===== src/rtl/core/nps_ram.sv =====
module nps_ram #(
	parameter int WIDTH = 8,
	parameter int DEPTH = 16
) (
	input  logic                     clk,
	input  logic                     we,
	input  logic [$clog2(DEPTH)-1:0] waddr,
	input  logic [WIDTH-1:0]         wdata,
	input  logic                     re,
	input  logic [$clog2(DEPTH)-1:0] raddr,
	output logic [WIDTH-1:0]         rdata
);

	logic [WIDTH-1:0] mem_q [DEPTH];

	// one write port, one registered read port
	always_ff @(posedge clk) begin
		if (we) begin
			mem_q[waddr] <= wdata;
		end
		if (re) begin
			rdata <= mem_q[raddr];
		end
	end

endmodule


===== config.mk =====
export PLATFORM = sky130hd
export DESIGN_NAME = nps_ram
export DESIGN_NICKNAME = d
export VERILOG_FILES = /design/src/rtl/core/nps_ram.sv
export SDC_FILE = /design/constraint.sdc
export NUM_CORES = 1
export LEC_CHECK = 0
export CORE_ASPECT_RATIO = 0.75
export CORE_MARGIN = 10
export CORE_UTILIZATION = 62
export CTS_BUF_LIST = sky130_fd_sc_hd__clkbuf_8 sky130_fd_sc_hd__clkbuf_16
export CTS_CLUSTER_SIZE = 40
export DETAILED_ROUTE_END_ITERATION = 10
export DONT_BUFFER_PORTS = 1
export HOLD_SLACK_MARGIN = 0.08
export PLACE_DENSITY_LB_ADDON = 0.25
export SYNTH_ARGS = -nofsm -noshare
export SYNTH_HDL_FRONTEND = slang
export SYNTH_SLANG_ARGS = --single-unit

===== constraint.sdc =====
create_clock -name clk -period 1.7 [get_ports clk]
set_input_delay 0 -clock clk [delete_from_list [all_inputs] [get_ports clk]]
set_output_delay 0 -clock clk [all_outputs]
set_load 0.005 [all_outputs]

# --- Word level (Yosys, flattened, before mapping) ---
# Memory sizes are Yosys's and may differ from the RTL's. A register that Yosys moved wholly into a read port is not among the register bits.
# Cells that the tools add are included.
classes:
  muxes: 2
ops:
  columns: ["cell", "n"]
  rows:
  - ["2-to-1 mux 1 bit", 2]
word_totals:
  register_bits: 0
  ram_bits: 128
  in_bits: 19
  word_cells: 3
  mem_count: 1
memory_table:
  columns: ["name", "words", "word_bits", "rd", "rd_ports_with_merged_regs", "wr", "line_no", "rtl"]
  rows:
  - ["mem_q", 16, 8, 1, 1, 1, "14", "logic [WIDTH-1:0] mem_q [DEPTH];"]

# --- Depth between registers and ports, before layout ---
logic_depth:
  depth_word: 2
  ltp_mapped: 5
  mapped_depth_nobuf: 3

# --- Worst setup path before layout ---
# OpenSTA, ideal clock, no wires.
synth_path:
  path_type: "input port to flip-flop"
  startpoint: "input port waddr[2]"
  endpoint: "memory mem_q[0][0] (enable)"
  setup_ns: 0.383
  arrival_time_ns: 1.110
  required_ns: 1.317
  setup_slack_ns: 0.207
  cell_stages: 2
  n_path_buf: 0
  path_cell_list: "or3b_2 -> nor3_1"
synth_rtl:
  columns: ["item", "line_no", "rtl"]
  rows:
  - ["from (decl)", "7", "input logic [$clog2(DEPTH)-1:0] waddr,"]
  - ["to (decl)", "14", null]
# No word-level cell before the write port.

==> metrics.csv <==
stage,metric,value,unit
setup_path,Critical Path RT,1.84,ns
cts,Skew-Pair Late Insertion Delay,0.40,ns
routing,average vias per placed instance,6.284,
timing,Setup TNS Final,0,ns
global_routing,GR Util All Layers,16.20,%
setup_path,"critical path, cell by cell",mux4_1 > a22oi_1 > nand2_1,
global_routing,first-pass GRT wire length,15.04,mm
timing,relative slew slack,61.19,%
placed_design,Final HPWL DP,5.940,mm
timing,final hold violation count,0,
synth,Ys Warns,0,
routing,wire per inst,25.66,um
cts,Post-CTS Resized,0,
timing,min Tclk post-route,1.508,ns
synth,Mapped Nets,248,
synth,Syn Std Cell Area,0.005228,mm^2
pwr,sequential share of power,51.2,%
layout,Area Growth Syn to Fin,17.07,%
setup_path,Worst EP arrival,1.65,ns
cts,Root Driver,clkbuf_16,
setup_path,CP startpoint kind,flop,
global_routing,largest net degree at the start of global routing,33,
floorplanning,# IOs,27,
layout,Final #Nets,290,
synth,Avg Synthesized Cell Area,22.83,um^2
floorplanning,die area,0.01254,mm^2
pwr,Pwr per Cell Area,1215,mW/mm^2
run,Max-Cap Viols,0,
pwr,switching power,1412,uW
cts,CTS H-tree depth,4,
timing,Slew @ Worst Pin,0.5802,ns
setup_path,WS Path Type,reg -> reg,
cts,Clock transition at path regs,0.05,ns
synth,Cell variety after synth,18,
setup_path,Critical Path Sink,rdata[4],
floorplanning,core area,0.008058,mm^2
layout,layout cells sized above 1,22.70,%
timing,RSZ-0062 raised after global routing,no,
placed_design,IO buf count,0,
placed_design,GPL Wtd Cong,0.7258,
min_path,min-delay worst type,in -> reg,
timing,maximum clock frequency,663.1,MHz
routing,Residual DRC,0,
status,outcome,"complete, no violations",
setup_path,worst reg-to-reg path cell count,3,
pwr,Leakage Power,0.002043,uW
synth,Yosys top cell area share,78.12,%
cts,CTS tree,yes,
routing,Via Count,2432,
routing,Routed WL,9.931,mm
setup_path,crit path capture type,flop,
timing,Hold WS,0.07771,ns
global_routing,initial antenna violation count,0,
placed_design,pre-CTS WS,0.2110,ns
timing,"Slew Viols, Final",0,
floorplanning,Starting Density,64.88,%
cts,total CTS buffers,17,
floorplanning,DIE HEIGHT,99.52,um
setup_path,critical path startpoint,mem_q[9][4],
setup_path,FF-to-FF Start,mem_q[9][4],
global_routing,vias in the first global route,2571,
cts,Max Buffers Root-to-Sink,2,
timing,Setup-failing EPs final,0,
routing,Post-DRT Antenna Nets,0,
setup_path,R2R Setup Slk,0.19,ns
setup_path,highest-delay cell along the critical path,mux4_1,
routing,initial DRC count,483,
pwr,Internal,6026,uW
floorplanning,die span in x,126.0,um
synth,"FF+latch count, synth",136,
timing,Clock Skew,0.008014,ns
floorplanning,row count,28,
setup_path,Crit path largest cell delay,0.54,ns
pwr,Clock Power Share,44.6,%
setup_path,R2R Path End,rdata[4],
layout,Ant. Diodes,0,
synth,register area share after synthesis,78.12,%
routing,DRT Pass-1 Iters,4,
pwr,Worst VDD drop,727.6,uV
pwr,Sw Ratio,18.98,%
synth,post-synth top area cell,edfxtp_1,
synth,Cells after Synth,229,
synth,largest cells by area after synthesis,"edfxtp_1 78%, mux4_2 7.8%, mux4_1 7.0%",
timing,Setup WS post-layout,0.1920,ns
setup_path,worst-path fanout max,1,
global_routing,gr ovfl total,0,
pwr,Logic pwr share,4.2,%
timing,final period utilization,88.71,%
cts,clk sinks,136,
## cell families after synthesis
family,synth area share [%]
flip-flops,78.12
AND/OR/NAND/NOR,3.136
multiplexers,14.79
AO/OA/AOI/OAI,2.298
buffers and inverters,1.651
## cells in the final DEF, fill, tap and decap left out, drive strengths merged
cell / Yosys / layout
edfxtp: 136 / 136
mux4: 32 / 32
buf: 7 / 20
clkbuf: 0 / 17
a22oi: 16 / 16
nor2: 13 / 13
dlygate4sd3: 0 / 13
nand2: 9 / 9
clkinv: 0 / 6
nor3: 4 / 4
clkinvlp: 0 / 3
nand3b: 2 / 2
nand2b: 2 / 2
inv: 0 / 2
bufinv: 0 / 2
nor2b: 1 / 1
and2: 1 / 1
and2b: 1 / 1
nand3: 1 / 1
or3b: 1 / 1
## how the worst min path moves through the flow
stage / cells after the start / to / slack [ns] / start
after floorplan: 0 / mem_q[0][0] / 0.1 / wdata[0]
after global routing: 3 / rdata[1] / 0.08 / raddr[0]
final: 3 / rdata[7] / 0.08 / raddr[0]
after CTS: 3 / rdata[5] / 0.01 / raddr[0]
after detailed placement: 0 / mem_q[6][5] / 0.10 / wdata[5]
after global placement: 0 / mem_q[6][5] / 0.10 / wdata[5]
## Yosys cell counts
cell type and count:
buf_4 1, nand3_1 1, a22oi_1 16, clkdlybuf4s25_2 3, mux4_2 18, or3b_2 1, nand2b_1 2, nor2_1 13
edfxtp_1 136, buf_2 3, and2_1 1, nand2_1 9, nor3_1 4, nand3b_1 2, buf_6 3, nor2b_1 1
and2b_1 1, mux4_1 14
## registers in the layout, indices dropped and copies added (netlist names)
register	count
mem_q	128
rdata	8
## what timing repair did
action,CTS,global route
hold buffers,13,2
endpoints found under the hold margin,176,8
setup buffers,0,0
## critical path, delay by kind of cell (launching register included)
family             cells  cell delay (ns)
muxes                  1             0.54
AOI/OAI and AO/OA      1             0.26
and+or+nand+nor        1             0.09
DFF                    1             0.36
## through the flow
step	power, uW	utilization (%)	instances	cell area (um^2)
2_1_floorplan	4054	-	229	5228
3_3_place_gp	4071	67.11	342	5408
3_5_place_dp	4079	67.11	342	5408
4_1_cts	7464	75.57	385	6090
5_1_grt	7699	75.95	387	6120
6_report	7438	75.95	387	6120
## area by class of cell
class                      instances  area, um^2
timing repair buffer              33       305.3
multi-input combinational         83        1057
clock inverter                    13       116.4
tap                              105       131.4
sequential                       136        4084
fill                             419        1938
clock buffer                      17       425.4
## layer usage
metal  vias to the layer above  global-route usage, %  wire length, um
met2                       104                  24.53             4832
met4                         0                  6.725              129
li1                       1067                      -                -
met1                      1247                  21.45             4083
met3                        14                  5.093              886
met5                         -                      0                0
## power groups by stage
stage	logic, uW	registers [uW]	clock network, uW
floorplan	191	3860	0
finish	312	3810	3320
CTS	293	3810	3360
detailed placement	204	3880	0
global route	335	3810	3550
global placement	199	3870	0
(Power assumes the default switching activity.)
