==> src/rtl/core/nps_pkg.sv <==
package nps_pkg;

	// table geometry
	localparam int MAX_POINTS = 1024;
	localparam int IDX_W      = $clog2(MAX_POINTS);
	localparam int CNT_W      = IDX_W + 1;

	// coordinate and result widths
	localparam int LAT_W   = 24;
	localparam int LON_W   = 25;
	localparam int ENTRY_W = LAT_W + LON_W;
	localparam int DLAT_W  = LAT_W + 1;
	localparam int DLON_W  = LON_W + 1;
	localparam int SQ_W    = 50;
	localparam int DIST_W  = SQ_W + 1;
	localparam int ROOT_W  = SQ_W / 2;
	localparam int REM_W   = ROOT_W + 2;
	localparam int STEP_W  = $clog2(ROOT_W);

	// request codes
	localparam logic REQ_LOAD  = 1'b0;
	localparam logic REQ_QUERY = 1'b1;

	// query sequencer states
	typedef enum logic [2:0] {
		ST_IDLE,
		ST_SCAN,
		ST_DRAIN,
		ST_ROOT,
		ST_DONE
	} st_t;

endpackage

==> src/rtl/core/nps_sqrt.sv <==
module nps_sqrt (
	input  logic                        clk,
	input  logic                        arst_n,
	input  logic                        start,
	input  logic [nps_pkg::SQ_W-1:0]    radicand,
	output logic                        done,
	output logic [nps_pkg::ROOT_W-1:0]  root
);

	logic [nps_pkg::SQ_W-1:0]   rad_q;
	logic [nps_pkg::REM_W-1:0]  rem_q;
	logic [nps_pkg::ROOT_W-1:0] root_q;
	logic [nps_pkg::STEP_W-1:0] cnt_q;
	logic                       busy_q;
	logic                       done_q;

	logic [nps_pkg::REM_W+1:0] rem_sh;
	logic [nps_pkg::REM_W+1:0] trial;
	logic [nps_pkg::REM_W+1:0] rem_sub;
	logic                      ge;

	// one root bit per cycle: bring down two radicand bits, try 4*root+1
	assign rem_sh  = {rem_q, rad_q[nps_pkg::SQ_W-1 -: 2]};
	assign trial   = {2'b00, root_q, 2'b01};
	assign ge      = rem_sh >= trial;
	assign rem_sub = rem_sh - trial;

	// step control
	always_ff @(posedge clk or negedge arst_n) begin
		if (!arst_n) begin
			busy_q <= 1'b0;
			done_q <= 1'b0;
			cnt_q  <= '0;
		end else if (start) begin
			busy_q <= 1'b1;
			done_q <= 1'b0;
			cnt_q  <= nps_pkg::STEP_W'(nps_pkg::ROOT_W - 1);
		end else if (busy_q) begin
			if (cnt_q == '0) begin
				busy_q <= 1'b0;
				done_q <= 1'b1;
			end else begin
				cnt_q <= cnt_q - 1'b1;
			end
		end else begin
			done_q <= 1'b0;
		end
	end

	// datapath
	always_ff @(posedge clk) begin
		if (start) begin
			rad_q  <= radicand;
			rem_q  <= '0;
			root_q <= '0;
		end else if (busy_q) begin
			rad_q  <= {rad_q[nps_pkg::SQ_W-3:0], 2'b00};
			rem_q  <= ge ? rem_sub[nps_pkg::REM_W-1:0] : rem_sh[nps_pkg::REM_W-1:0];
			root_q <= {root_q[nps_pkg::ROOT_W-2:0], ge};
		end
	end

	assign done = done_q;
	assign root = root_q;

endmodule

==> config.mk <==
export PLATFORM = sky130hd
export DESIGN_NAME = nps_sqrt
export DESIGN_NICKNAME = d
export VERILOG_FILES = /design/src/rtl/core/nps_pkg.sv /design/src/rtl/core/nps_sqrt.sv
export SDC_FILE = /design/constraint.sdc
export NUM_CORES = 1
export LEC_CHECK = 0
export ABC_AREA = 1
export BUFFER_PORTS_ARGS = -buffer_cell sky130_fd_sc_hd__buf_2
export CAP_MARGIN = 15
export CORE_ASPECT_RATIO = 1.5
export CORE_MARGIN = 4
export CORE_UTILIZATION = 50
export CTS_CLUSTER_DIAMETER = 60
export CTS_CLUSTER_SIZE = 10
export DETAILED_ROUTE_END_ITERATION = 6
export PLACE_DENSITY = 0.7
export SLEW_MARGIN = 20
export SYNTH_ARGS = -nofsm -noshare
export SYNTH_HDL_FRONTEND = slang
export SYNTH_SLANG_ARGS = --single-unit
==> constraint.sdc <==
create_clock -name clk -period 7.5 [get_ports clk]
set_input_delay 0.75 -clock clk [delete_from_list [all_inputs] [get_ports clk]]
set_output_delay 0.75 -clock clk [all_outputs]
set_load 0.02 [all_outputs]
### Yosys cells after proc, flatten, opt, wreduce, memory -nomap -nowiden

Index checks and enable logic that the tools add are counted.

* register bits: 109
* input port bits: 53
* output and inout bits: 26
* logic and storage cells: 26

* add/subtract/negate cells: 2
* order comparisons: 1
* eq/ne operators: 2
* muxes and demuxes: 12
* reduce and logical (&&, ||, !) cells: 3

Operators with widths (number)
* 2-to-1 mux 50 bit: 2
* >= comparator 29 x 27 -> 1 bit: 1
* 2-to-1 mux 27 bit: 1
* subtractor 27 bit: 1
* 2-to-1 mux 5 bit: 3
* 2-to-1 mux 1 bit: 6
* zero test 5 bit: 1
* subtractor 5 x 1 -> 5 bit (second input constant): 1
* != test 3 x 2 -> 1 bit (second input constant): 1
* != test 2 bit (second input constant): 1
* AND reduction 2 bit: 1
* nonzero test 2 bit: 1

### Logic depth before layout (Yosys ltp)

* depth after elaboration: 4
* gate-level depth with buffers: 16
* mapped depth without buffers: 16

### Worst setup path before layout

OpenSTA, ideal clock, no wires.

* path kind: input port to flip-flop
* start point: input port start
* end point: register rad_q[0] in the netlist's numbering, enable pin
* library setup time: 0.434 ns
* data arrival time: 2.818 ns
* required time: 7.066 ns
* slack: 4.248 ns
* stages: 4
* path buffers: 2
* cells stage by stage: clkbuf_1 > nor2_1 > inv_1 > clkbuf_1

* longest elaborated chain between the ends: 1

RTL lines
* start, declared: line nps_sqrt.sv:4 `input logic start,`
* nonzero test 2 bit (no source line)
* end signal, assigned: line nps_sqrt.sv:53 `rad_q <= radicand;`
* end signal, assigned: line nps_sqrt.sv:57 `rad_q <= {rad_q[nps_pkg::SQ_W-3:0], 2'b00};`
* end, declared: line nps_sqrt.sv:10 `logic [nps_pkg::SQ_W-1:0] rad_q;`

No other way between the ends.
A chain may end at the register's enable or synchronous reset.

### Final worst setup path

* start point: input port start
* end point: register rad_q[26] in the netlist's numbering, enable pin

The elaborated chain is that of the path after synthesis.

==> metrics.cfg <==
[timing]
hold_viol_final=0
setup_viol_count_final=0
rsz0062_at_grt=no
fin_skew_ns=0.00714
fmax_ghz=0.344
min_period_ns=2.90
holdWs_ns=0.215
finalCritPeriodShare_pct=38.7
tightest_slew_ns=0.900
fin_tns_setup_ns=0
slew_headroom_pct=40.0
slew_violations=0

[run]
maxCapViolations=0

[clock_network]
cts.sinks=109
cts_tree=done
cts.path.max_buffers=2
clock-root-buffer=clkbuf_16
htree_levels=3
clock_latency_ns=0.36
clk_pin_slew_ns=0.08
cts.repair.resized=0
postCtsSetupBuffers=0
hold_buffers=0
cts_buffers=9

[grt]
antenna_found_initial=0
gr-total-overflow=0
grt_max_degree=56
grt_pass1_wl_mm=25.8
grt_usage_pct=21.6
grt_pass1_vias=5556

[synthesis]
synthFlopType=dfxtp_1
synth_common_cells=395 x nand2_1, 126 x inv_1, 56 x nand3_1
synthArstFlopShare_pct=6.42
synth_top_family_by_area=simple AND/OR/NAND/NOR gates
synth_mux_area_share_pct=0
ys_warn_count=0
yosysUniqueCellTypes=40
syn-num-nets=1007
synth-seq-area-share_pct=41.7
synth_area_leader_cell=edfxtp_1
synthCells=925
synth_edf_count=50
synthTopCellsByArea=edfxtp_1 23%, nand2_1 23%, dfxtp_1 16%
synth_top_area_share_pct=23.0
synth_compound_area_share_pct=6.16
synth_most_common_cell=nand2_1
syn_avg_cell_area_sq_um=7.05
ys_seq_elements=109
synthXorXnorAreaFrac_pct=1.61
synth_area_sq_um=6520
synth-adder-area-share_pct=5.56
synthSimpleGateAreaFrac_pct=35.1

[die]
coreArea_sq_um=12600
num_io_pins=79
die_h_microns=148
start_util_pct=51.6
die_area_sq_um=15000
die_w_microns=101
rows=50

[setup_path]
crit_arrival_ns=2.90
rr_worst_depth=12
timing.rr.end=rem_q[26]$_SDFFE_PP0P_
critPathMaxFanout=55
r2r-start=root[17]$_SDFFE_PP0P_
start_kind=primary input
required_ns=7.49
crit_type=in -> reg
rrSetupSlack_ns=4.90
endpoint_kind=flop

[placed_design]
dpl_cell_area_sq_um=6990
dp_hpwl_mm=11.7
io_buffers=78
place_congestion=0.948

[route]
wl_per_cell_microns=13.7
viasPerCell=4.97
drc=0
detail_route.first_pass.iterations=6
vias=5730
drt-initial-drc-count=215
wl_mm=15.8
ant_nets=0

[power]
power.total_w=0.00296
peakVddDrop_uv=153
p_leak_nw=3.84
power_density_nw_per_um2=405

[layout]
fin_nets=1073
n_antenna_cell=0
area_delta_synth_final_pct=12.0
finish.utilization_pct=57.8
design_area_sq_um=7310
n_fill_cell=1292
drive_above_1_share_pct=12.7

[hold_path]
hold_path_class=in -> async

[outcome]
outcome=completed

-- worst max-delay path: stages --
cell and delay, ns:
buf_2 0.68, nor2_1 0.08, buf_4 0.26, inv_2 0.47, buf_4 0.61
-- registers in the layout, indices dropped and copies added, names as in the netlist --
signal / cells
cnt_q: 5
root: 25
done: 1
rad_q: 50
rem_q: 27
busy_q: 1
-- metal layers --
metal / share of wire (%) / wire length, microns / vias up / GRT usage, %
met3: 4.5 / 714 / 42 / 3.45
met5: 0 / 0 / - / 0
met2: 51 / 8050 / 135 / 38.6
met1: 40 / 6300 / 2508 / 24.7
met4: 4.4 / 693 / 0 / 10.1
li1: - / - / 3045 / -
-- how the worst max path moves through the flow --
| stage | to | cells after the start | startpoint | slack (ns) |
|---|---|---|---|---|
| after CTS | rad_q[24]$_DFFE_PP_ | 5 | start | 4.55 |
| after global placement | rad_q[15]$_DFFE_PP_ | 5 | start | 4.19 |
| after detailed placement | rad_q[15]$_DFFE_PP_ | 5 | start | 4.17 |
| after floorplan | rad_q[0]$_SDFFCE_PN0P_ | 4 | start | 4.25 |
| after global routing | rad_q[24]$_DFFE_PP_ | 5 | start | 4.37 |
| final | rad_q[26]$_DFFE_PP_ | 5 | start | 4.60 |
-- stage by stage --
stage | setup slack (ns) | std cells
finish | 4.60 | 1152
global route | 4.37 | 1152
CTS | 4.55 | 1152
detailed placement | 4.17 | 1136
global placement | 4.19 | 1136
floorplan | 4.25 | 925
-- where the power goes --
| part | internal (W) | switching, W |
|---|---|---|
| Clock | 0.000267 | 0.000244 |
| Combinational | 0.000571 | 0.00107 |
| Sequential | 0.000740 | 0.0000729 |
| Total | 0.00158 | 0.00138 |
-- layout by cell type (no fill, tap or decap), types with 11 or more instances in the layout --
cell	Yosys	routed
nand2_1	395	395
inv_1	126	125
buf_2	2	78
nand3_1	56	56
dfxtp_1	52	52
edfxtp_1	50	50
nor2_1	44	43
ha_1	29	29
o22ai_1	25	25
a21oi_1	18	18
o21ai_1	14	14
nand4_1	12	12
nand3b_1	11	11
-- final cells by class --
cell class / instances / area, sq um / share of cell area, %
Sequential cell: 109 / 2720 / 37.2
Clock buffer: 10 / 229 / 3.13
Multi-Input combinational cell: 656 / 3160 / 43.3
Clock inverter: 6 / 83.8 / 1.15
Inverter: 134 / 503 / 6.88
Tap cell: 156 / 195 / 2.67
Timing Repair Buffer: 81 / 413 / 5.65
-- cell families after synthesis --
logic type                 after synthesis
and+or+nand+nor                        545
buffers and inverters                  160
DFF                                    109
xor gates and xnor gates                12
AOI/OAI and AO/OA                       70
adders and majority gates               29
(Power assumes the default switching activity.)
